**src/hdl/jms_pkg.sv**
```systemverilog
// ----------------------------------------------------------------------------
// jms_pkg: shared types and constants of the JSON member scanner
// Byte classes passed from the front to the back, value kinds, and the
// request layouts that travel through the two queues.
// ----------------------------------------------------------------------------
package jms_pkg;

  localparam int unsigned PosW       = 16;   // offsets wrap modulo 2^16
  localparam int unsigned DepthW     = 8;
  localparam int unsigned MaxNesting = 255;
  localparam int unsigned NumW       = 64;
  localparam int unsigned TokDepth   = 4;
  localparam int unsigned TokPtrW    = 2;
  localparam int unsigned ResDepth   = 2;
  localparam int unsigned ResPtrW    = 1;

  // Byte classes; every byte falls in exactly one.
  typedef enum logic [3:0] {
    CLS_OTHER,
    CLS_LBRACE,
    CLS_RBRACE,
    CLS_QUOTE,
    CLS_BSLASH,
    CLS_COMMA,
    CLS_NULL,
    CLS_TRUE,
    CLS_FALSE,
    CLS_MINUS,
    CLS_DIGIT
  } byte_cls_e;

  typedef enum logic [2:0] {
    KIND_UNKNOWN = 3'd0,
    KIND_NULL    = 3'd1,
    KIND_BOOLEAN = 3'd2,
    KIND_NUMBER  = 3'd3,
    KIND_STRING  = 3'd4,
    KIND_OBJECT  = 3'd5
  } kind_e;

  // Classified byte request, front to back.
  typedef struct packed {
    byte_cls_e        cls;
    logic [3:0]       digit;
    logic             start;
    logic [PosW-1:0]  pos;
  } tok_t;

  // One member result, back to the result ports.
  typedef struct packed {
    logic [PosW-1:0]        key_offset;
    logic [PosW-1:0]        key_length;
    kind_e                  value_kind;
    logic [PosW-1:0]        value_offset;
    logic [PosW-1:0]        value_length;
    logic signed [NumW-1:0] number_value;
    logic                   truth_value;
    logic                   last_member;
  } res_t;

endpackage

```
**src/hdl/jms_front.sv**
```systemverilog
// ----------------------------------------------------------------------------
// jms_front: byte intake and classification
// Tracks the byte offset within the document and tags each byte with its
// class, digit value and offset before it enters the token queue.
// ----------------------------------------------------------------------------
module jms_front import jms_pkg::*; (
  input  logic       clk_i,
  input  logic       rst_ni,
  input  logic       push_i,
  input  logic       full_i,
  input  logic [7:0] text_byte_i,
  input  logic       starts_document_i,
  output logic       tok_wr_o,
  output tok_t       tok_o
);

  logic [PosW-1:0] pos_q, pos_d;
  logic [PosW-1:0] pos;
  byte_cls_e       cls;

  always_comb begin
    unique case (text_byte_i)
      8'h7B:               cls = CLS_LBRACE;  // '{'
      8'h7D:               cls = CLS_RBRACE;  // '}'
      8'h22:               cls = CLS_QUOTE;
      8'h5C:               cls = CLS_BSLASH;
      8'h2C:               cls = CLS_COMMA;
      8'h6E, 8'h4E:        cls = CLS_NULL;    // 'n' 'N'
      8'h74, 8'h54:        cls = CLS_TRUE;    // 't' 'T'
      8'h66, 8'h46:        cls = CLS_FALSE;   // 'f' 'F'
      8'h2D:               cls = CLS_MINUS;
      8'h30, 8'h31, 8'h32, 8'h33, 8'h34,
      8'h35, 8'h36, 8'h37, 8'h38, 8'h39:
                           cls = CLS_DIGIT;
      default:             cls = CLS_OTHER;
    endcase
  end

  // A start byte is offset zero whatever came before.
  assign pos      = starts_document_i ? '0 : pos_q;
  assign tok_wr_o = push_i && !full_i;
  assign pos_d    = tok_wr_o ? pos + 1'b1 : pos_q;

  assign tok_o.cls   = cls;
  assign tok_o.digit = text_byte_i[3:0];
  assign tok_o.start = starts_document_i;
  assign tok_o.pos   = pos;

  always_ff @(posedge clk_i or negedge rst_ni) begin
    if (!rst_ni) begin
      pos_q <= '0;
    end else begin
      pos_q <= pos_d;
    end
  end

endmodule

```
**src/hdl/jms_tok_queue.sv**
```systemverilog
// ----------------------------------------------------------------------------
// jms_tok_queue: queue of classified bytes
// Decouples byte intake from the scan engine so each side stalls alone.
// ----------------------------------------------------------------------------
module jms_tok_queue import jms_pkg::*; (
  input  logic clk_i,
  input  logic rst_ni,
  input  logic wr_i,
  input  tok_t tok_i,
  output logic full_o,
  input  logic rd_i,
  output tok_t tok_o,
  output logic empty_o
);

  tok_t                mem_q [TokDepth];
  logic [TokPtrW-1:0]  wptr_q, rptr_q;
  logic [TokPtrW:0]    cnt_q;

  assign full_o  = (cnt_q == (TokPtrW+1)'(TokDepth));
  assign empty_o = (cnt_q == '0);
  assign tok_o   = mem_q[rptr_q];

  always_ff @(posedge clk_i) begin
    if (wr_i) begin
      mem_q[wptr_q] <= tok_i;
    end
  end

  always_ff @(posedge clk_i or negedge rst_ni) begin
    if (!rst_ni) begin
      wptr_q <= '0;
      rptr_q <= '0;
      cnt_q  <= '0;
    end else begin
      if (wr_i) wptr_q <= wptr_q + 1'b1;
      if (rd_i) rptr_q <= rptr_q + 1'b1;
      if (wr_i && !rd_i) begin
        cnt_q <= cnt_q + 1'b1;
      end else if (rd_i && !wr_i) begin
        cnt_q <= cnt_q - 1'b1;
      end
    end
  end

  a_no_overflow: assert property (@(posedge clk_i) disable iff (!rst_ni)
    cnt_q <= (TokPtrW+1)'(TokDepth))
    else $error("token queue count above depth");

  a_no_underflow: assert property (@(posedge clk_i) disable iff (!rst_ni)
    rd_i |-> !empty_o)
    else $error("token queue read while empty");

endmodule

```
**src/hdl/jms_back.sv**
```systemverilog
// ----------------------------------------------------------------------------
// jms_back: member scan engine
// Walks the classified bytes of one document, tracks key and value extents,
// decodes numbers and issues one result request per top-level member.
// ----------------------------------------------------------------------------
module jms_back import jms_pkg::*; (
  input  logic clk_i,
  input  logic rst_ni,
  input  tok_t tok_i,
  input  logic tok_empty_i,
  output logic tok_rd_o,
  input  logic res_full_i,
  output logic res_push_o,
  output res_t res_o
);

  typedef enum logic [2:0] {
    PH_IDLE,
    PH_KEY_QUOTE,
    PH_KEY,
    PH_COLON,
    PH_VALUE_START,
    PH_OBJECT,
    PH_STRING,
    PH_TAIL
  } phase_e;

  phase_e            phase_q, phase_d;
  logic [DepthW-1:0] depth_q, depth_d;
  logic              bslash_q, bslash_d;
  logic [PosW-1:0]   key_start_q, key_start_d;
  logic [PosW-1:0]   key_count_q, key_count_d;
  logic [PosW-1:0]   val_start_q, val_start_d;
  logic [PosW-1:0]   val_count_q, val_count_d;
  kind_e             kind_q, kind_d;
  logic [NumW-1:0]   acc_q, acc_d;
  logic              neg_q, neg_d;
  logic              dend_q, dend_d;

  logic              fire;
  logic              emit;
  logic              emit_last;
  logic [NumW-1:0]   acc_x10;
  logic [NumW-1:0]   num_signed;

  // Advance only when a byte waits and the result queue has room.
  assign fire     = !tok_empty_i && !res_full_i;
  assign tok_rd_o = fire;

  assign acc_x10 = {acc_q[NumW-4:0], 3'b000} + {acc_q[NumW-2:0], 1'b0}
                 + {{(NumW-4){1'b0}}, tok_i.digit};

  always_comb begin
    phase_d     = phase_q;
    depth_d     = depth_q;
    bslash_d    = bslash_q;
    key_start_d = key_start_q;
    key_count_d = key_count_q;
    val_start_d = val_start_q;
    val_count_d = val_count_q;
    kind_d      = kind_q;
    acc_d       = acc_q;
    neg_d       = neg_q;
    dend_d      = dend_q;
    emit        = 1'b0;
    emit_last   = 1'b0;

    if (fire) begin
      if (tok_i.start) begin
        phase_d = (tok_i.cls == CLS_LBRACE) ? PH_KEY_QUOTE : PH_IDLE;
      end else begin
        unique case (phase_q)
          PH_IDLE: begin
          end
          PH_KEY_QUOTE: begin
            key_start_d = tok_i.pos + 1'b1;
            key_count_d = '0;
            bslash_d    = 1'b0;
            phase_d     = PH_KEY;
          end
          PH_KEY: begin
            if (tok_i.cls == CLS_QUOTE && !bslash_q) begin
              phase_d = PH_COLON;
            end else begin
              key_count_d = key_count_q + 1'b1;
              bslash_d    = (tok_i.cls == CLS_BSLASH);
            end
          end
          PH_COLON: begin
            phase_d = PH_VALUE_START;
          end
          PH_VALUE_START: begin
            val_start_d = tok_i.pos;
            val_count_d = '0;
            acc_d       = '0;
            neg_d       = 1'b0;
            dend_d      = 1'b0;
            phase_d     = PH_TAIL;
            kind_d      = KIND_UNKNOWN;
            case (tok_i.cls)
              CLS_LBRACE: begin
                kind_d      = KIND_OBJECT;
                depth_d     = DepthW'(1);
                val_count_d = PosW'(1);
                phase_d     = PH_OBJECT;
              end
              CLS_QUOTE: begin
                kind_d      = KIND_STRING;
                val_start_d = tok_i.pos + 1'b1;
                bslash_d    = 1'b0;
                phase_d     = PH_STRING;
              end
              CLS_NULL: kind_d = KIND_NULL;
              CLS_TRUE, CLS_FALSE: begin
                kind_d = KIND_BOOLEAN;
                neg_d  = (tok_i.cls == CLS_TRUE);
              end
              CLS_MINUS: begin
                kind_d = KIND_NUMBER;
                neg_d  = 1'b1;
              end
              CLS_DIGIT: begin
                kind_d = KIND_NUMBER;
                acc_d  = {{(NumW-4){1'b0}}, tok_i.digit};
              end
              CLS_COMMA: begin
                emit    = 1'b1;
                phase_d = PH_KEY_QUOTE;
              end
              CLS_RBRACE: begin
                emit      = 1'b1;
                emit_last = 1'b1;
                phase_d   = PH_IDLE;
              end
              default: begin
              end
            endcase
          end
          PH_OBJECT: begin
            val_count_d = val_count_q + 1'b1;
            if (tok_i.cls == CLS_LBRACE) begin
              if (depth_q < DepthW'(MaxNesting)) depth_d = depth_q + 1'b1;
            end else if (tok_i.cls == CLS_RBRACE) begin
              if (depth_q != '0) depth_d = depth_q - 1'b1;
              if (depth_d == '0) phase_d = PH_TAIL;
            end
          end
          PH_STRING: begin
            if (tok_i.cls == CLS_QUOTE && !bslash_q) begin
              phase_d = PH_TAIL;
            end else begin
              val_count_d = val_count_q + 1'b1;
              bslash_d    = (tok_i.cls == CLS_BSLASH);
            end
          end
          PH_TAIL: begin
            if (kind_q == KIND_STRING || kind_q == KIND_OBJECT) begin
              // Any byte other than a closing brace is the separator.
              emit      = 1'b1;
              emit_last = (tok_i.cls == CLS_RBRACE);
              phase_d   = emit_last ? PH_IDLE : PH_KEY_QUOTE;
            end else begin
              if (kind_q == KIND_NUMBER && !dend_q) begin
                if (tok_i.cls == CLS_DIGIT) begin
                  acc_d = acc_x10;
                end else begin
                  dend_d = 1'b1;
                end
              end
              if (tok_i.cls == CLS_COMMA) begin
                emit    = 1'b1;
                phase_d = PH_KEY_QUOTE;
              end else if (tok_i.cls == CLS_RBRACE) begin
                emit      = 1'b1;
                emit_last = 1'b1;
                phase_d   = PH_IDLE;
              end
            end
          end
          default: begin
          end
        endcase
      end
    end
  end

  // On an emitting byte of a number the accumulator never changes, so take it as held.
  assign num_signed = neg_q ? ('0 - acc_q) : acc_q;

  assign res_push_o            = emit;
  assign res_o.key_offset      = key_start_d;
  assign res_o.key_length      = key_count_d;
  assign res_o.value_kind      = kind_d;
  assign res_o.value_offset    = val_start_d;
  assign res_o.value_length    = (kind_d == KIND_STRING || kind_d == KIND_OBJECT)
                                 ? val_count_d : '0;
  assign res_o.number_value    = (kind_d == KIND_NUMBER) ? num_signed : '0;
  assign res_o.truth_value     = (kind_d == KIND_BOOLEAN) && neg_d;
  assign res_o.last_member     = emit_last;

  always_ff @(posedge clk_i or negedge rst_ni) begin
    if (!rst_ni) begin
      phase_q     <= PH_IDLE;
      depth_q     <= '0;
      bslash_q    <= 1'b0;
      key_start_q <= '0;
      key_count_q <= '0;
      val_start_q <= '0;
      val_count_q <= '0;
      kind_q      <= KIND_UNKNOWN;
      acc_q       <= '0;
      neg_q       <= 1'b0;
      dend_q      <= 1'b0;
    end else begin
      phase_q     <= phase_d;
      depth_q     <= depth_d;
      bslash_q    <= bslash_d;
      key_start_q <= key_start_d;
      key_count_q <= key_count_d;
      val_start_q <= val_start_d;
      val_count_q <= val_count_d;
      kind_q      <= kind_d;
      acc_q       <= acc_d;
      neg_q       <= neg_d;
      dend_q      <= dend_d;
    end
  end

  a_obj_depth: assert property (@(posedge clk_i) disable iff (!rst_ni)
    (phase_q == PH_OBJECT) |-> (depth_q != '0))
    else $error("object phase with zero nesting depth");

  a_push_on_fire: assert property (@(posedge clk_i) disable iff (!rst_ni)
    res_push_o |-> (fire && !tok_i.start))
    else $error("result request without a consumed byte");

  a_restart: assert property (@(posedge clk_i) disable iff (!rst_ni)
    (fire && tok_i.start && tok_i.cls != CLS_LBRACE) |=> (phase_q == PH_IDLE))
    else $error("restart without opening brace did not go idle");

endmodule

```
**src/hdl/jms_res_queue.sv**
```systemverilog
// ----------------------------------------------------------------------------
// jms_res_queue: result queue
// Holds finished member results until the consumer pops them.
// ----------------------------------------------------------------------------
module jms_res_queue import jms_pkg::*; (
  input  logic clk_i,
  input  logic rst_ni,
  input  logic wr_i,
  input  res_t res_i,
  output logic full_o,
  input  logic rd_i,
  output res_t res_o,
  output logic empty_o
);

  res_t                mem_q [ResDepth];
  logic [ResPtrW-1:0]  wptr_q, rptr_q;
  logic [ResPtrW:0]    cnt_q;

  assign full_o  = (cnt_q == (ResPtrW+1)'(ResDepth));
  assign empty_o = (cnt_q == '0);
  assign res_o   = mem_q[rptr_q];

  always_ff @(posedge clk_i) begin
    if (wr_i) begin
      mem_q[wptr_q] <= res_i;
    end
  end

  always_ff @(posedge clk_i or negedge rst_ni) begin
    if (!rst_ni) begin
      wptr_q <= '0;
      rptr_q <= '0;
      cnt_q  <= '0;
    end else begin
      if (wr_i) wptr_q <= wptr_q + 1'b1;
      if (rd_i) rptr_q <= rptr_q + 1'b1;
      if (wr_i && !rd_i) begin
        cnt_q <= cnt_q + 1'b1;
      end else if (rd_i && !wr_i) begin
        cnt_q <= cnt_q - 1'b1;
      end
    end
  end

endmodule

```
**src/hdl/json_member_scanner.sv**
```systemverilog
// ----------------------------------------------------------------------------
// json_member_scanner: top-level member scanner for whitespace-free JSON
// Feed one document byte per push, with starts_document_i high on the first
// byte of each document. For every member of the outer object one result
// comes out: key offset and length, value kind, value offset and length,
// the decoded decimal number (wrapping modulo 2^64), a truth flag and a mark
// for the member closed by the final '}'. Documents that do not open with
// '{' give nothing. The block sustains one byte per clock cycle while the
// result queue has room. An accepted byte is written into the byte queue and
// scanned from its head; the result it completes is written into the result
// queue and driven onto the result ports from there. The scan engine's single
// pass over a byte's state update (a shift-and-add times ten on the 64-bit
// accumulator) keeps it at one byte per cycle. A result waits in a two-entry
// queue while new bytes keep flowing; when that queue fills the engine holds
// and the four-entry byte queue absorbs the stall before full rises.
// ----------------------------------------------------------------------------
module json_member_scanner import jms_pkg::*; (
  input  logic                   clk_i,
  input  logic                   rst_ni,
  // byte requests
  input  logic                   push,
  output logic                   full,
  input  logic [7:0]             text_byte_i,
  input  logic                   starts_document_i,
  // result requests
  output logic                   empty,
  input  logic                   pop,
  output logic [15:0]            key_offset_o,
  output logic [15:0]            key_length_o,
  output logic [2:0]             value_kind_o,
  output logic [15:0]            value_offset_o,
  output logic [15:0]            value_length_o,
  output logic signed [63:0]     number_value_o,
  output logic                   truth_value_o,
  output logic                   last_member_o
);

  tok_t tok_wr_data, tok_rd_data;
  logic tok_wr, tok_rd, tok_empty;
  logic res_push, res_full;
  res_t res_wr_data, res_rd_data;

  // Classify and stamp each byte with its offset.
  jms_front u_front (
    .clk_i             (clk_i),
    .rst_ni            (rst_ni),
    .push_i            (push),
    .full_i            (full),
    .text_byte_i       (text_byte_i),
    .starts_document_i (starts_document_i),
    .tok_wr_o          (tok_wr),
    .tok_o             (tok_wr_data)
  );

  // Buffer classified bytes so intake never waits on a result stall directly.
  jms_tok_queue u_tok_queue (
    .clk_i   (clk_i),
    .rst_ni  (rst_ni),
    .wr_i    (tok_wr),
    .tok_i   (tok_wr_data),
    .full_o  (full),
    .rd_i    (tok_rd),
    .tok_o   (tok_rd_data),
    .empty_o (tok_empty)
  );

  // Scan one byte per cycle while a byte waits and the result queue has room, and issue member results.
  jms_back u_back (
    .clk_i       (clk_i),
    .rst_ni      (rst_ni),
    .tok_i       (tok_rd_data),
    .tok_empty_i (tok_empty),
    .tok_rd_o    (tok_rd),
    .res_full_i  (res_full),
    .res_push_o  (res_push),
    .res_o       (res_wr_data)
  );

  // Hold finished results until popped.
  jms_res_queue u_res_queue (
    .clk_i   (clk_i),
    .rst_ni  (rst_ni),
    .wr_i    (res_push),
    .res_i   (res_wr_data),
    .full_o  (res_full),
    .rd_i    (pop && !empty),
    .res_o   (res_rd_data),
    .empty_o (empty)
  );

  // Drive the oldest waiting result onto the ports.
  assign key_offset_o   = res_rd_data.key_offset;
  assign key_length_o   = res_rd_data.key_length;
  assign value_kind_o   = res_rd_data.value_kind;
  assign value_offset_o = res_rd_data.value_offset;
  assign value_length_o = res_rd_data.value_length;
  assign number_value_o = res_rd_data.number_value;
  assign truth_value_o  = res_rd_data.truth_value;
  assign last_member_o  = res_rd_data.last_member;

endmodule

```
**config.mk**
```make
export PLATFORM = sky130hd
export DESIGN_NAME = json_member_scanner
export DESIGN_NICKNAME = d
export VERILOG_FILES = /design/src/hdl/jms_pkg.sv /design/src/hdl/jms_front.sv /design/src/hdl/jms_tok_queue.sv /design/src/hdl/jms_back.sv /design/src/hdl/jms_res_queue.sv /design/src/hdl/json_member_scanner.sv
export SDC_FILE = /design/constraint.sdc
export NUM_CORES = 1
export LEC_CHECK = 0
export BUFFER_PORTS_ARGS = -buffer_cell sky130_fd_sc_hd__buf_2
export CELL_PAD_IN_SITES_DETAIL_PLACEMENT = 1
export CELL_PAD_IN_SITES_GLOBAL_PLACEMENT = 1
export CORE_UTILIZATION = 40
export CTS_CLUSTER_SIZE = 40
export DETAILED_ROUTE_END_ITERATION = 10
export PLACE_DENSITY_LB_ADDON = 0.1
export SYNTH_ARGS = -nofsm -noshare
export SYNTH_HDL_FRONTEND = slang
export SYNTH_HIERARCHICAL = 1
export SYNTH_SLANG_ARGS = --single-unit
```
**constraint.sdc**
```tcl
create_clock -name clk_i -period 25.6 [get_ports clk_i]
set_input_delay 0 -clock clk_i [delete_from_list [all_inputs] [get_ports clk_i]]
set_output_delay 0 -clock clk_i [all_outputs]
set_load 0.1 [all_outputs]
```
# Word level (Yosys, flattened, before mapping)
# Memories as Yosys holds them, arrays and structs flattened.
# Cells that the tools add are included.
op_classes:
  eq_ne: 63
  addsub: 17
  n_bitwise: 1
  n_reduce_logical: 45
  mux: 85
  order_cmp: 1
  multipliers: 0
  div: 0
  shifts: 0
ops:
  columns: ["op", "n"]
  rows:
  - ["$mux 64", 5]
  - ["$mux 16", 15]
  - ["$pmux 64 s2", 1]
  - ["$eq 8x6->1 const B", 13]
  - ["$mux 8", 10]
  - ["$eq 8x7->1 const B", 9]
  - ["$add 16x1->16 const B", 4]
  - ["$add 64x4->64", 1]
  - ["$add 64x64->64", 1]
  - ["$sub 1x64->64 const A", 1]
  - ["$pmux 16 s3", 1]
  - ["$mux 3", 14]
  - ["$pmux 4 s10", 1]
  - ["$pmux 16 s2", 1]
  - ["$eq 3x3->1 const B", 9]
  - ["$mux 1", 25]
  - ["$pmux 3 s7", 1]
  - ["$reduce_and 6->1", 3]
  - ["$eq 4x3->1 const B", 4]
  - ["$pmux 8 s2", 1]
  - ["$reduce_bool 8->1", 2]
  - ["$eq 3x2->1 const B", 5]
  - ["$pmux 3 s5", 1]
  - ["$reduce_or 2->1", 7]
  - ["other kinds (36)", 77]
word_totals:
  memories: 2
  mem_bits_ro: 0
  output_inout_bits: 135
  latchBits: 0
  mem_bits_rw: 366
  reg_bits: 172
mem_list:
  columns: ["name", "depth", "word_bits", "read_ports", "rd_clocked_by_memory_dff", "wr", "line_no", "text"]
  rows:
  - ["u_res_queue.mem_q", 2, 133, 1, 0, 1, "jms_res_queue.sv:16", "res_t mem_q [ResDepth];"]
  - ["u_tok_queue.mem_q", 4, 25, 1, 0, 1, "jms_tok_queue.sv:16", "tok_t mem_q [TokDepth];"]

# Depth between registers and ports, before layout
# Gate-level depths: netlist of the first run.
depth:
  depth_word: 13
  ltp_mapped: 16
  ltp_nobuf: 14

# By module
# Netlist of the first run, hierarchy kept.
modules_own_cells:
  columns: ["mod", "n_inst", "area_each_um2", "cells_each", "seq_area_each_um2"]
  rows:
  - ["jms_back", 1, 13176.4, 1695, 3628.5]
  - ["jms_res_queue", 1, 10022.1, 430, 8087.8]
  - ["jms_tok_queue", 1, 4048.9, 165, 3178.0]
  - ["jms_front", 1, 1186.1, 145, 400.4]
  - ["json_member_scanner", 1, 13.8, 1, 0.0]

# Worst setup path before layout of the first run
# Ideal clock, no wire load.
synth_path:
  kind: "flip-flop to flip-flop"
  start: "register u_tok_queue.rptr_q[0]"
  end: "memory u_res_queue/mem_q[0][0] (netlist name) (enable)"
  setup_time_ns: 0.643
  path_stages_with_launch: 9
  synth_period_minus_slack_ns: 8.846
  arrival_ns: 8.204
  path_buffers: 2
  required_time_ns: 24.957
  path_slack_ns: 16.754
  path_cell_list: "dfrtp_1 buf_6 buf_12 mux4_2 nor3_1 nand2_1 nor2_1 a21boi_0 nor2b_1"
synth_rtl:
  columns: ["element", "line_no", "text"]
  rows:
  - ["start, declared", "jms_tok_queue.sv:17", "logic [TokPtrW-1:0] wptr_q, rptr_q;"]
  - ["start signal, assigned", "jms_tok_queue.sv:37", "if (rd_i) rptr_q <= rptr_q + 1'b1;"]
  - ["end, declared", "jms_res_queue.sv:16", null]

==> impl_metrics.tcl, run 1 <==
set metrics [dict create \
    maxCapViolCount 0 \
    nets 2717 \
    synth_nets 2588 \
    final.setup_skew_ns 0.03837 \
    synth.ff_latch_count 538 \
    crit_family "simple AND/OR/NAND/NOR gates" \
    grt_use_total_pct 20.20 \
    status "complete, but fails checks" \
    fin_setup_tns_ns 0 \
    syn_area_um2 28450 \
    routabilityCongestion 0.8357 \
    cp_common_cell "buf_4" \
    hp-class "input port to async pin" \
    hold_ws_ns -0.004398 \
    cp_num_buf_inv 2 \
    initial_core_util_pct 40.55 \
    grt_max_degree 81 \
    synth.distinct_cells 86 \
    routedWlPerCell_um 20.39 \
    crit_arrival_ns 5.74 \
    h-tree-depth 2 \
    slowest_stage "buf_4" \
    violations "negative hold slack" \
    required_ns 25.84 \
    synth_top_flop_cell "edfxtp_1" \
    die_y_um 268.7 \
    synth_edf_count 366 \
    end_kind "register" \
    die_x_um 268.7 \
    antenna_cells 0 \
    synth_cells 2436 \
    fin_crit_ns 5.502 \
    seq_area_frac_synth_pct 53.76 \
    antenna_found_initial 0 \
    postSynth.asyncResetShare_pct 31.97 \
    peakVddDrop_uv 101.0 \
    cts_tree "done" \
    clock_path_buffers 3 \
    rsz0062_at_grt "no" \
    place_hpwl_um 50110 \
    drc_errors 0 \
    grt_overflow 0 \
    num_rows 97 \
    period_share_pct 21.49 \
    power_per_cell_area_nw_per_um2 104.3 \
    max_freq_mhz 181.8 \
    coreArea_um2 70150 \
    clkSlewWorstSetupHoldPaths_ns 0.06 \
    tightest_slew_ns 1.165 \
    wl_met1_um 35210 \
    wl_met3_um 2074 \
    grt_pass1_wl_um 115500 \
    drt_iter0_markers 1034 \
    drive_gt1_share_pct 17.27 \
    drt-total-wl_um 72540 \
    slew_violations 0 \
    postCtsSetupRepairBufs 0 \
    path_max_fanout 72 \
    ys_warn_count 6 \
    io_buffer_count 147 \
    p_leak_nw 12.67 \
    dieArea_um2 72190 \
    grt_pass1_vias 20369 \
    vias_per_cell 5.463 \
    crit_type "register to register" \
    ant_nets 0 \
    clock-sinks 538 \
    ctsResizeCount 0 \
    ioPinCount 148 \
    numCtsBuffers 61 \
    setup_viol 0 \
    max_stage_delay_ns 1.00 \
    syn_to_final_growth_pct 13.02 \
    maxUsedRoutingLayer "met4" \
    critPathLaunchType "register" \
    wl_met2_um 34080 \
    crit_chain "buf_4 -> mux4_2 -> nor3_1 -> nand2_1 -> nor2_1 -> a21boi_0 -> and2_4 -> buf_4" \
    clock_latency_ns 0.66 \
    via_count 19433 \
    finalHoldViolCount 1 \
    cts-root-buf "clkbuf_16" \
    worst_slew_margin_rel_pct 22.31 \
    drt_pre_antenna_iters 5 \
    avgSynthCellArea_um2 11.68 \
]
[Yosys cell counts, types with 12 or more instances]
library cell / instances / area share, %
edfxtp_1: 366 / 39
nand2_1: 257 / 3.4
o21ai_0: 200 / 3.5
nor2_1: 181 / 2.4
dfrtp_1: 172 / 15
ha_1: 136 / 6.0
xor2_1: 116 / 3.6
a21oi_1: 107 / 1.9
clkbuf_1: 86 / 1.1
mux2_2: 75 / 3.0
mux2_4: 60 / 3.2
nand3_1: 53 / 0.93
nor2b_1: 51 / 1.1
xnor2_1: 50 / 1.5
inv_1: 38 / 0.50
nor3_1: 35 / 0.62
o31ai_1: 34 / 0.90
nand4_1: 33 / 0.73
a21o_1: 30 / 0.79
and3_1: 28 / 0.62
or3_1: 27 / 0.59
a31oi_1: 26 / 0.57
nand2b_1: 20 / 0.44
mux4_2: 18 / 1.4
o21bai_1: 17 / 0.45
and2_1: 12 / 0.26
nor4_1: 12 / 0.26
[what timing repair did]
item                                    4_1_cts  5_1_grt
endpoints found under the setup margin        0        0
endpoints found under the hold margin       127        0
hold buffers                                 12        0
[per-layer routing]
| layer | vias up | track usage, % |
|---|---|---|
| met1 | 9865 | 28.99 |
| met3 | 77 | 2.457 |
| met2 | 239 | 32.79 |
| li1 | 9252 | - |
| met5 | - | 0 |
| met4 | 0 | 4.223 |
[power by group]
group / internal, W / switching, W
Clock: 0.000506 / 0.000374
Combinational: 0.000351 / 0.00102
Sequential: 0.00103 / 0.0000706
[state kept, by name, indices dropped and copies added, names as in the netlist, 16 cells and up]
name / flops
u_res_queue/mem_q: 266
u_tok_queue/mem_q: 100
u_back/key_count_q: 16
u_back/val_count_q: 16
u_back/acc_q: 64
u_back/key_start_q: 16
u_back/val_start_q: 16
u_front/pos_q: 16
[metrics by stage]
step | area [um2] | util, % | cells | setup WS, ns | power, W
2_1_floorplan | 28450 | - | 2436 | 16.75 | 0.002232
3_3_place_gp | 30000 | 42.76 | 3430 | 20.32 | 0.002483
3_5_place_dp | 30000 | 42.76 | 3430 | 20.11 | 0.002504
4_1_cts | 32150 | 45.83 | 3557 | 20.05 | 0.003399
5_1_grt | 32150 | 45.83 | 3557 | 19.62 | 0.003509
6_report | 32150 | 45.83 | 3557 | 20.10 | 0.003354
[placed cells by master, fill, tap and decap left out, drive strengths merged, types with 6 or more instances in the layout]
cell / count
and3: 28
bufinv: 6
xnor2: 50
nand2: 257
o21bai: 17
buf: 167
xor2: 116
dfrtp: 172
ha: 136
or4: 8
o21ai: 209
a21oi: 107
nor2b: 52
nand2b: 22
o41ai: 9
edfxtp: 366
or2: 9
or3: 30
and2: 13
nor2: 181
inv: 42
nand3: 55
a22o: 11
o211ai: 8
dlygate4sd3: 12
a211oi: 8
a21boi: 9
nor3: 38
clkinv: 28
a21o: 30
nand4: 34
nor4: 14
a31oi: 26
clkbuf: 74
mux4: 25
o31ai: 35
mux2: 135
[final timing paths]
check / endpoint / start / slack (ns) / cells after the start
min reg2reg: u_res_queue/cnt_q[1]$_DFFE_PN0P_ / u_res_queue/cnt_q[1]$_DFFE_PN0P_ / 0.48 / 1
max: u_res_queue/mem_q[1][40]$_DFFE_PP_ / u_tok_queue/rptr_q[0]$_DFFE_PN0P_ / 20.10 / 8
min in group clk_i: u_tok_queue/mem_q[2][24]$_DFFE_PP_ / text_byte_i[4] / 0.05 / 4
min: u_back/acc_q[63]$_DFFE_PN0P_ / rst_ni / -0.004 / 2
max reg2reg: u_res_queue/mem_q[1][40]$_DFFE_PP_ / u_tok_queue/rptr_q[0]$_DFFE_PN0P_ / 20.10 / 8
max in group asynchronous: u_res_queue/rptr_q$_DFFE_PN0P_ / rst_ni / 23.67 / 4
[cell type report]
class / instances / area [um2]
Multi-Input combinational cell: 1745 / 12470
Fill cell: 7562 / 38000
Clock buffer: 73 / 1582
Inverter: 39 / 146.4
Tap cell: 940 / 1176
Sequential cell: 538 / 15300
Clock inverter: 42 / 455.4
Timing Repair Buffer: 180 / 1022
[worst register-to-register path, cell delays in order, from the launching register on]
cell and delay, ns:
dfrtp_1 0.32, buf_4 0.43, mux4_2 0.69, nor3_1 0.70, nand2_1 0.27, nor2_1 0.21, a21boi_0 0.50, and2_4 0.85
buf_4 1.01
[kinds of logic after synthesis]
kind of cell             after synthesis  synth area share, %
AO/OA/AOI/OAI                        514                11.00
XOR/XNOR                             166                5.111
adder cells (fa/ha/maj)              139                6.193
buffers and inverters                153                2.494
flip-flops                           538                53.76
multiplexers                         164                8.348
AND/OR/NAND/NOR                      762                13.09
Note: power is estimated with default switching activity, not from simulation.
==> run 2: changes to the inputs <==
==> constraint.sdc (replaced) <==
create_clock -name clk_i -period 4.45 [get_ports clk_i]
set_input_delay 0 -clock clk_i [delete_from_list [all_inputs] [get_ports clk_i]]
set_output_delay 0 -clock clk_i [all_outputs]
set_load 0.1 [all_outputs]
==> run 2 against run 1 <==
Against the previous run:
- cell count up 0.56%
- largest power group unchanged
- global-route usage grew 0.30 points
- non-clock buffer count grew 21
- the run still ends with negative hold slack left
==> impl_metrics.tcl, run 2 (synthesis results as in run 1) <==
set metrics [dict create \
    grt_pass1_wl_um 116800 \
    final_cell_mix "edfxtp_1 (366), nand2_1 (257), o21ai_0 (200)" \
    max_freq_mhz 238.5 \
    status "complete, but fails checks" \
    required_ns 4.97 \
    drc_errors 0 \
    r2r_slack_ns 0.26 \
    clock_latency_ns 0.66 \
    top_regs "u_res_queue/mem_q x266, u_tok_queue/mem_q x100, u_back/acc_q x64" \
    grt_overflow 0 \
    routedWlPerCell_um 20.55 \
    drt-total-wl_um 73510 \
    final_cell_area_um2 32430 \
    antenna_found_initial 0 \
    grt_pass1_vias 20836 \
    period_share_pct 94.21 \
    path_max_fanout 3 \
    peakVddDrop_uv 433.1 \
    final_common_cell "edfxtp_1" \
    finalHoldViolCount 2 \
    cts_tree "done" \
    reg2reg_depth 16 \
    drt_pre_antenna_iters 5 \
    io_buffer_count 147 \
    crit_type "register to register" \
    violations "negative hold slack" \
    fin_crit_ns 4.192 \
    p_leak_nw 12.79 \
    multi_input_area_um2 12510 \
    die_y_um 268.7 \
    hp-class "input port to async pin" \
    die_x_um 268.7 \
    vias_per_cell 5.471 \
    numCtsBuffers 60 \
    routabilityCongestion 0.8484 \
    drt_iter0_markers 1096 \
    regMostFlops "u_res_queue/mem_q" \
    reg2reg_from "u_tok_queue/rptr_q[0]$_DFFE_PN0P_" \
    tightest_slew_ns 1.174 \
    setup_viol 0 \
    hold_ws_ns -0.009875 \
    cts-root-buf "clkbuf_16" \
    largest_reg_flops 266 \
    clock_path_buffers 3 \
    grt_use_total_pct 20.50 \
    h-tree-depth 2 \
    end_kind "register" \
    seqCellArea_um2 15300 \
    crit_arrival_ns 4.71 \
    final.setup_skew_ns 0.03961 \
    critPathLaunchType "register" \
    n_fill_cell 7568 \
    worst_slew_margin_rel_pct 21.52 \
    fin_setup_tns_ns 0 \
    num_rows 97 \
    antenna_cells 0 \
    clkSlewWorstSetupHoldPaths_ns 0.06 \
    drive_gt1_share_pct 18.09 \
    dieArea_um2 72190 \
    r2r_end "u_back/acc_q[62]$_DFFE_PN0P_" \
    initial_core_util_pct 40.55 \
    clock-sinks 538 \
    maxCapViolCount 0 \
    coreArea_um2 70150 \
    ioPinCount 148 \
    via_count 19571 \
    syn_to_final_growth_pct 13.99 \
    grt_max_degree 90 \
    ant_nets 0 \
    placed_area_um2 30260 \
    power_per_cell_area_nw_per_um2 599.1 \
    nets 2737 \
    place_hpwl_um 51130 \
    slew_violations 0 \
]
run 2: cell count changes in the layout (fill, tap and decap cells not counted), sizes merged:
cell	delta
inv	-1
buf	+22
clkbuf	+4
clkinvlp	-1
clkinv	-3
dlygate4sd3	-1
run 2: how the worst max path moves through the flow:
stage                                           start                                end  slack, ns  cells after the start
detailed placement  u_tok_queue/rptr_q[0]$_DFFE_PN0P_       u_back/acc_q[62]$_DFFE_PN0P_       0.11                     14
global route        u_tok_queue/rptr_q[0]$_DFFE_PN0P_       u_back/acc_q[62]$_DFFE_PN0P_      -0.02                     14
floorplan           u_tok_queue/rptr_q[0]$_DFFE_PN0P_  u_res_queue/mem_q[0][0]$_DFFE_PP_    0.00004                      8
finish              u_tok_queue/rptr_q[0]$_DFFE_PN0P_       u_back/acc_q[62]$_DFFE_PN0P_       0.26                     16
global placement    u_tok_queue/rptr_q[0]$_DFFE_PN0P_       u_back/acc_q[62]$_DFFE_PN0P_       0.17                     14
CTS                 u_tok_queue/rptr_q[0]$_DFFE_PN0P_       u_back/acc_q[62]$_DFFE_PN0P_       0.07                     14
run 2: cell type report:
class                      instances  share of cell area (%)
clock buffer                      77                   4.951
clock inverter                    37                   1.300
inverter                          39                  0.4515
multi-input combinational       1745                   38.59
sequential                       538                   47.18
tap                              940                   3.627
timing repair buffer             201                   3.901
run 2: critical path: stages, from the launching register on:
cell and delay, ns:
dfrtp_1 0.39, buf_4 0.16, mux4_2 0.53, ha_1 0.31, ha_1 0.22, inv_1 0.07, fa_1 0.21, nor2b_1 0.07
o2111ai_1 0.25, a21boi_1 0.14, o31ai_2 0.35, a2111oi_2 0.13, buf_4 0.17, o2111ai_1 0.35, a21oi_2 0.14, or3_1 0.36
a32o_1 0.24
run 2: what timing repair did:
item | 4_1_cts | 5_1_grt
setup buffers | 0 | 0
hold endpoints to repair | 144 | 0
setup endpoints to repair | 0 | 5
gates resized for setup | 0 | 6
hold buffers | 11 | 0
run 2: per-layer routing:
metal	wire length [um]	track usage (%)	vias up	share of wire (%)
met2	34220	33.47	251	47
met4	1632	5.190	0	2.2
li1	-	-	9303	-
met5	0	0	-	0
met1	35400	28.77	9917	48
met3	2262	2.712	100	3.1
run 2: stage by stage:
step | utilization, % | hold slack [ns] | cells | worst slack, ns | total power [W]
5_1_grt | 46.22 | 0.06635 | 3577 | -0.01834 | 0.02035
2_1_floorplan | - | -0.2956 | 2436 | 0.00004086 | 0.01288
3_5_place_dp | 43.14 | 0.1614 | 3452 | 0.1138 | 0.01459
6_report | 46.22 | -0.009875 | 3577 | 0.2576 | 0.01943
4_1_cts | 46.19 | 0.003945 | 3577 | 0.06693 | 0.01970
3_3_place_gp | 43.14 | 0.1623 | 3452 | 0.1717 | 0.01445
run 2: report_power, final:
group | switching [W] | total [W] | internal (W) | leakage (nW)
clock | 0.00210 | 0.00502 | 0.00292 | 0.973
combinational | 0.00586 | 0.00800 | 0.00214 | 6.16
sequential | 0.000462 | 0.00641 | 0.00595 | 5.66
total | 0.00842 | 0.0194 | 0.0110 | 12.8
==> run 3: changes to the inputs <==
--- a/config.mk
+++ b/config.mk
@@ -14,5 +14,4 @@
 export PLACE_DENSITY_LB_ADDON = 0.1
 export SYNTH_ARGS = -nofsm -noshare
 export SYNTH_HDL_FRONTEND = slang
-export SYNTH_HIERARCHICAL = 1
 export SYNTH_SLANG_ARGS = --single-unit
==> run 3 against run 2 <==
Against the previous run:
- the run ends with design-rule violations left
- setup slack gained 0.053 ns
- die area is 0.47% lower
- via count rose by 3.4%
- sequential share of layout area down 0.15 points
- cell count increased by 1.5%
- sequential power fell by 4.2%
- sequential cell count unchanged
- largest cell class unchanged
- final area grew 0.33%
==> impl_metrics.tcl, run 3 <==
set metrics [dict create \
    p_leak_nw 12.99 \
    cts_tree "done" \
    numCtsBuffers 59 \
    drive_gt1_share_pct 17.79 \
    routabilityCongestion 0.8667 \
    ioPinCount 148 \
    ant_nets 0 \
    hp-class "input port to register" \
    postSynth.asyncResetShare_pct 31.97 \
    period_share_pct 93.02 \
    final_cell_area_um2 32530 \
    rsz0062_at_grt "no" \
    io_buffer_count 147 \
    final_cell_mix "edfxtp_1 (366), nand2_1 (276), nor2_1 (187)" \
    dieArea_um2 71850 \
    synthMuxAreaShare_pct 7.725 \
    synth.distinct_cells 72 \
    setup_viol 0 \
    vias_per_cell 5.569 \
    final_common_cell "edfxtp_1" \
    clock-sinks 538 \
    clkSlewWorstSetupHoldPaths_ns 0.06 \
    routedWlPerCell_um 21.47 \
    grt_max_degree 101 \
    slew_violations 0 \
    grt_use_total_pct 22.00 \
    nets 2794 \
    maxCapViolCount 0 \
    coreArea_um2 70030 \
    drc_errors 2 \
    avgSynthCellArea_um2 11.38 \
    n_fill_cell 7530 \
    yosysTopAreaCell "edfxtp_1" \
    ys_warn_count 0 \
    synth_top_flop_cell "edfxtp_1" \
    dpl.cell_count 3507 \
    drt_pre_antenna_iters 7 \
    synth_nets 2640 \
    status "complete, but fails checks" \
    end_kind "register" \
    largest_reg_flops 266 \
    top_regs "u_res_queue.mem_q x266, u_tok_queue.mem_q x100, u_back.acc_q x64" \
    fin_cells 3632 \
    required_ns 4.99 \
    peakVddDrop_uv 691.8 \
    synth_edf_count 366 \
    synth_top_area_share_pct 38.82 \
    crit_type "register to register" \
    grt_overflow 0 \
    violations "design-rule violations" \
    synth_compound_area_share_pct 11.72 \
    syn_to_final_growth_pct 14.90 \
    worst_slew_margin_rel_pct 26.63 \
    seq_area_frac_synth_pct 54.02 \
    cts-root-buf "clkbuf_16" \
    synth_xor_area_share_pct 5.197 \
    die_x_um 268.1 \
    via_count 20227 \
    die_y_um 268.1 \
    antenna_cells 0 \
    synthTopCellsByCount "edfxtp_1 (366), nand2_1 (276), nor2_1 (189)" \
    synth_area_leaders "edfxtp_1 (39%), dfrtp_1 (15%), ha_1 (6.0%)" \
    critPathLaunchType "register" \
    antenna_found_initial 2 \
    synth.most_common_cell "edfxtp_1" \
    grt_pass1_wl_um 123600 \
    drt-total-wl_um 77990 \
    place_hpwl_um 54170 \
    regMostFlops "u_res_queue.mem_q" \
    tightest_slew_ns 1.101 \
    path_max_fanout 4 \
    synth_fa_ha_area_share_pct 6.222 \
    initial_core_util_pct 40.43 \
    finalHoldViolCount 0 \
    power_per_cell_area_nw_per_um2 596.5 \
    placed_area_um2 30330 \
    fin_setup_tns_ns 0 \
    crit_arrival_ns 4.68 \
    drt_iter0_markers 1057 \
    clock_latency_ns 0.64 \
    synth.ff_latch_count 538 \
    synth_top_family_by_area "simple AND/OR/NAND/NOR gates" \
    synth_cells 2488 \
    synth-simple-area-share_pct 13.02 \
    num_rows 97 \
    syn_area_um2 28310 \
    clock_path_buffers 3 \
    max_freq_mhz 241.6 \
    h-tree-depth 2 \
    fin_crit_ns 4.139 \
    grt_pass1_vias 21433 \
    final.setup_skew_ns 0.02249 \
]
run 3: path summary, 6_finish.rpt:
kind                                              startpoint                            endpoint  slack (ns)  cells past startpoint
hold / removal                                text_byte_i[4]  u_tok_queue.mem_q[2][23]$_DFFE_PP_        0.09                      4
min in group asynchronous                             rst_ni       u_back.phase_q[2]$_DFFE_PN0P_        0.39                      3
setup reg to reg           u_tok_queue.rptr_q[0]$_DFFE_PN0P_        u_back.acc_q[60]$_DFFE_PN0P_        0.31                     14
hold reg to reg             u_tok_queue.cnt_q[2]$_DFFE_PN0P_    u_tok_queue.cnt_q[2]$_DFFE_PN0P_        0.50                      1
max in group asynchronous                             rst_ni              u_back.neg_q$_DFF_PN0_        3.11                      4
setup / recovery           u_tok_queue.rptr_q[0]$_DFFE_PN0P_        u_back.acc_q[60]$_DFFE_PN0P_        0.31                     14
run 3: per-layer routing:
layer | track usage, % | routed length (um) | up-vias | share of wire [%]
met2 | 34.88 | 35740 | 336 | 46
met4 | 5.575 | 1547 | 4 | 2.0
met3 | 3.106 | 2994 | 110 | 3.8
met1 | 31.60 | 37680 | 10260 | 48
li1 | - | - | 9517 | -
met5 | 0 | 29 | - | 0.037
run 3: worst max-delay path, stage by stage, from the launching register on:
cell	delay [ns]
dfrtp_1	0.45
mux4_2	0.56
inv_1	0.09
fa_1	0.46
fa_1	0.45
nand2b_1	0.20
a21oi_2	0.20
o22ai_1	0.16
a2111oi_2	0.41
nor2_1	0.18
o31ai_2	0.30
buf_4	0.19
a211oi_1	0.09
xor2_1	0.14
o21ai_0	0.16
run 3: cell families after synthesis:
kind of cell             count (synthesis)
multiplexers                           170
XOR/XNOR                               168
AND/OR/NAND/NOR                        778
adder cells (fa/ha/maj)                139
AO/OA/AOI/OAI                          538
flip-flops                             538
buffers and inverters                  157
run 3: stage by stage:
| step | power, W | hold WS [ns] | setup WS [ns] | utilization [%] |
|---|---|---|---|---|
| after floorplan | 0.01278 | -0.2956 | -0.9857 | - |
| after global placement | 0.01435 | 0.07403 | 0.2286 | 43.30 |
| after detailed placement | 0.01444 | 0.07745 | 0.1354 | 43.30 |
| after CTS | 0.01963 | 0.03696 | 0.02532 | 46.42 |
| after global routing | 0.02019 | 0.07550 | 0.06765 | 46.46 |
| final | 0.01941 | 0.08748 | 0.3107 | 46.46 |
run 3: cell type report:
cell class / instances / area, um2 / area share (%)
Sequential cell: 538 / 15300 / 47.03
Clock inverter: 32 / 441.7 / 1.358
Multi-Input combinational cell: 1793 / 12530 / 38.51
Tap cell: 940 / 1176 / 3.615
Clock buffer: 79 / 1582 / 4.861
Timing Repair Buffer: 206 / 1340 / 4.119
Inverter: 44 / 165.2 / 0.5077
run 3: repair_timing:
item	in CTS	in global routing
setup buffers	0	0
hold buffers	14	0
hold endpoints to repair	119	0
resized for setup	0	6
endpoints found under the setup margin	0	10
run 3: power by group:
part           total (W)  switching [W]  leakage, nW  internal, W
Clock            0.00511        0.00213        0.960      0.00298
Combinational    0.00815        0.00626         6.26      0.00189
Sequential       0.00614       0.000354         5.77      0.00579
Total             0.0194        0.00875         13.0       0.0107
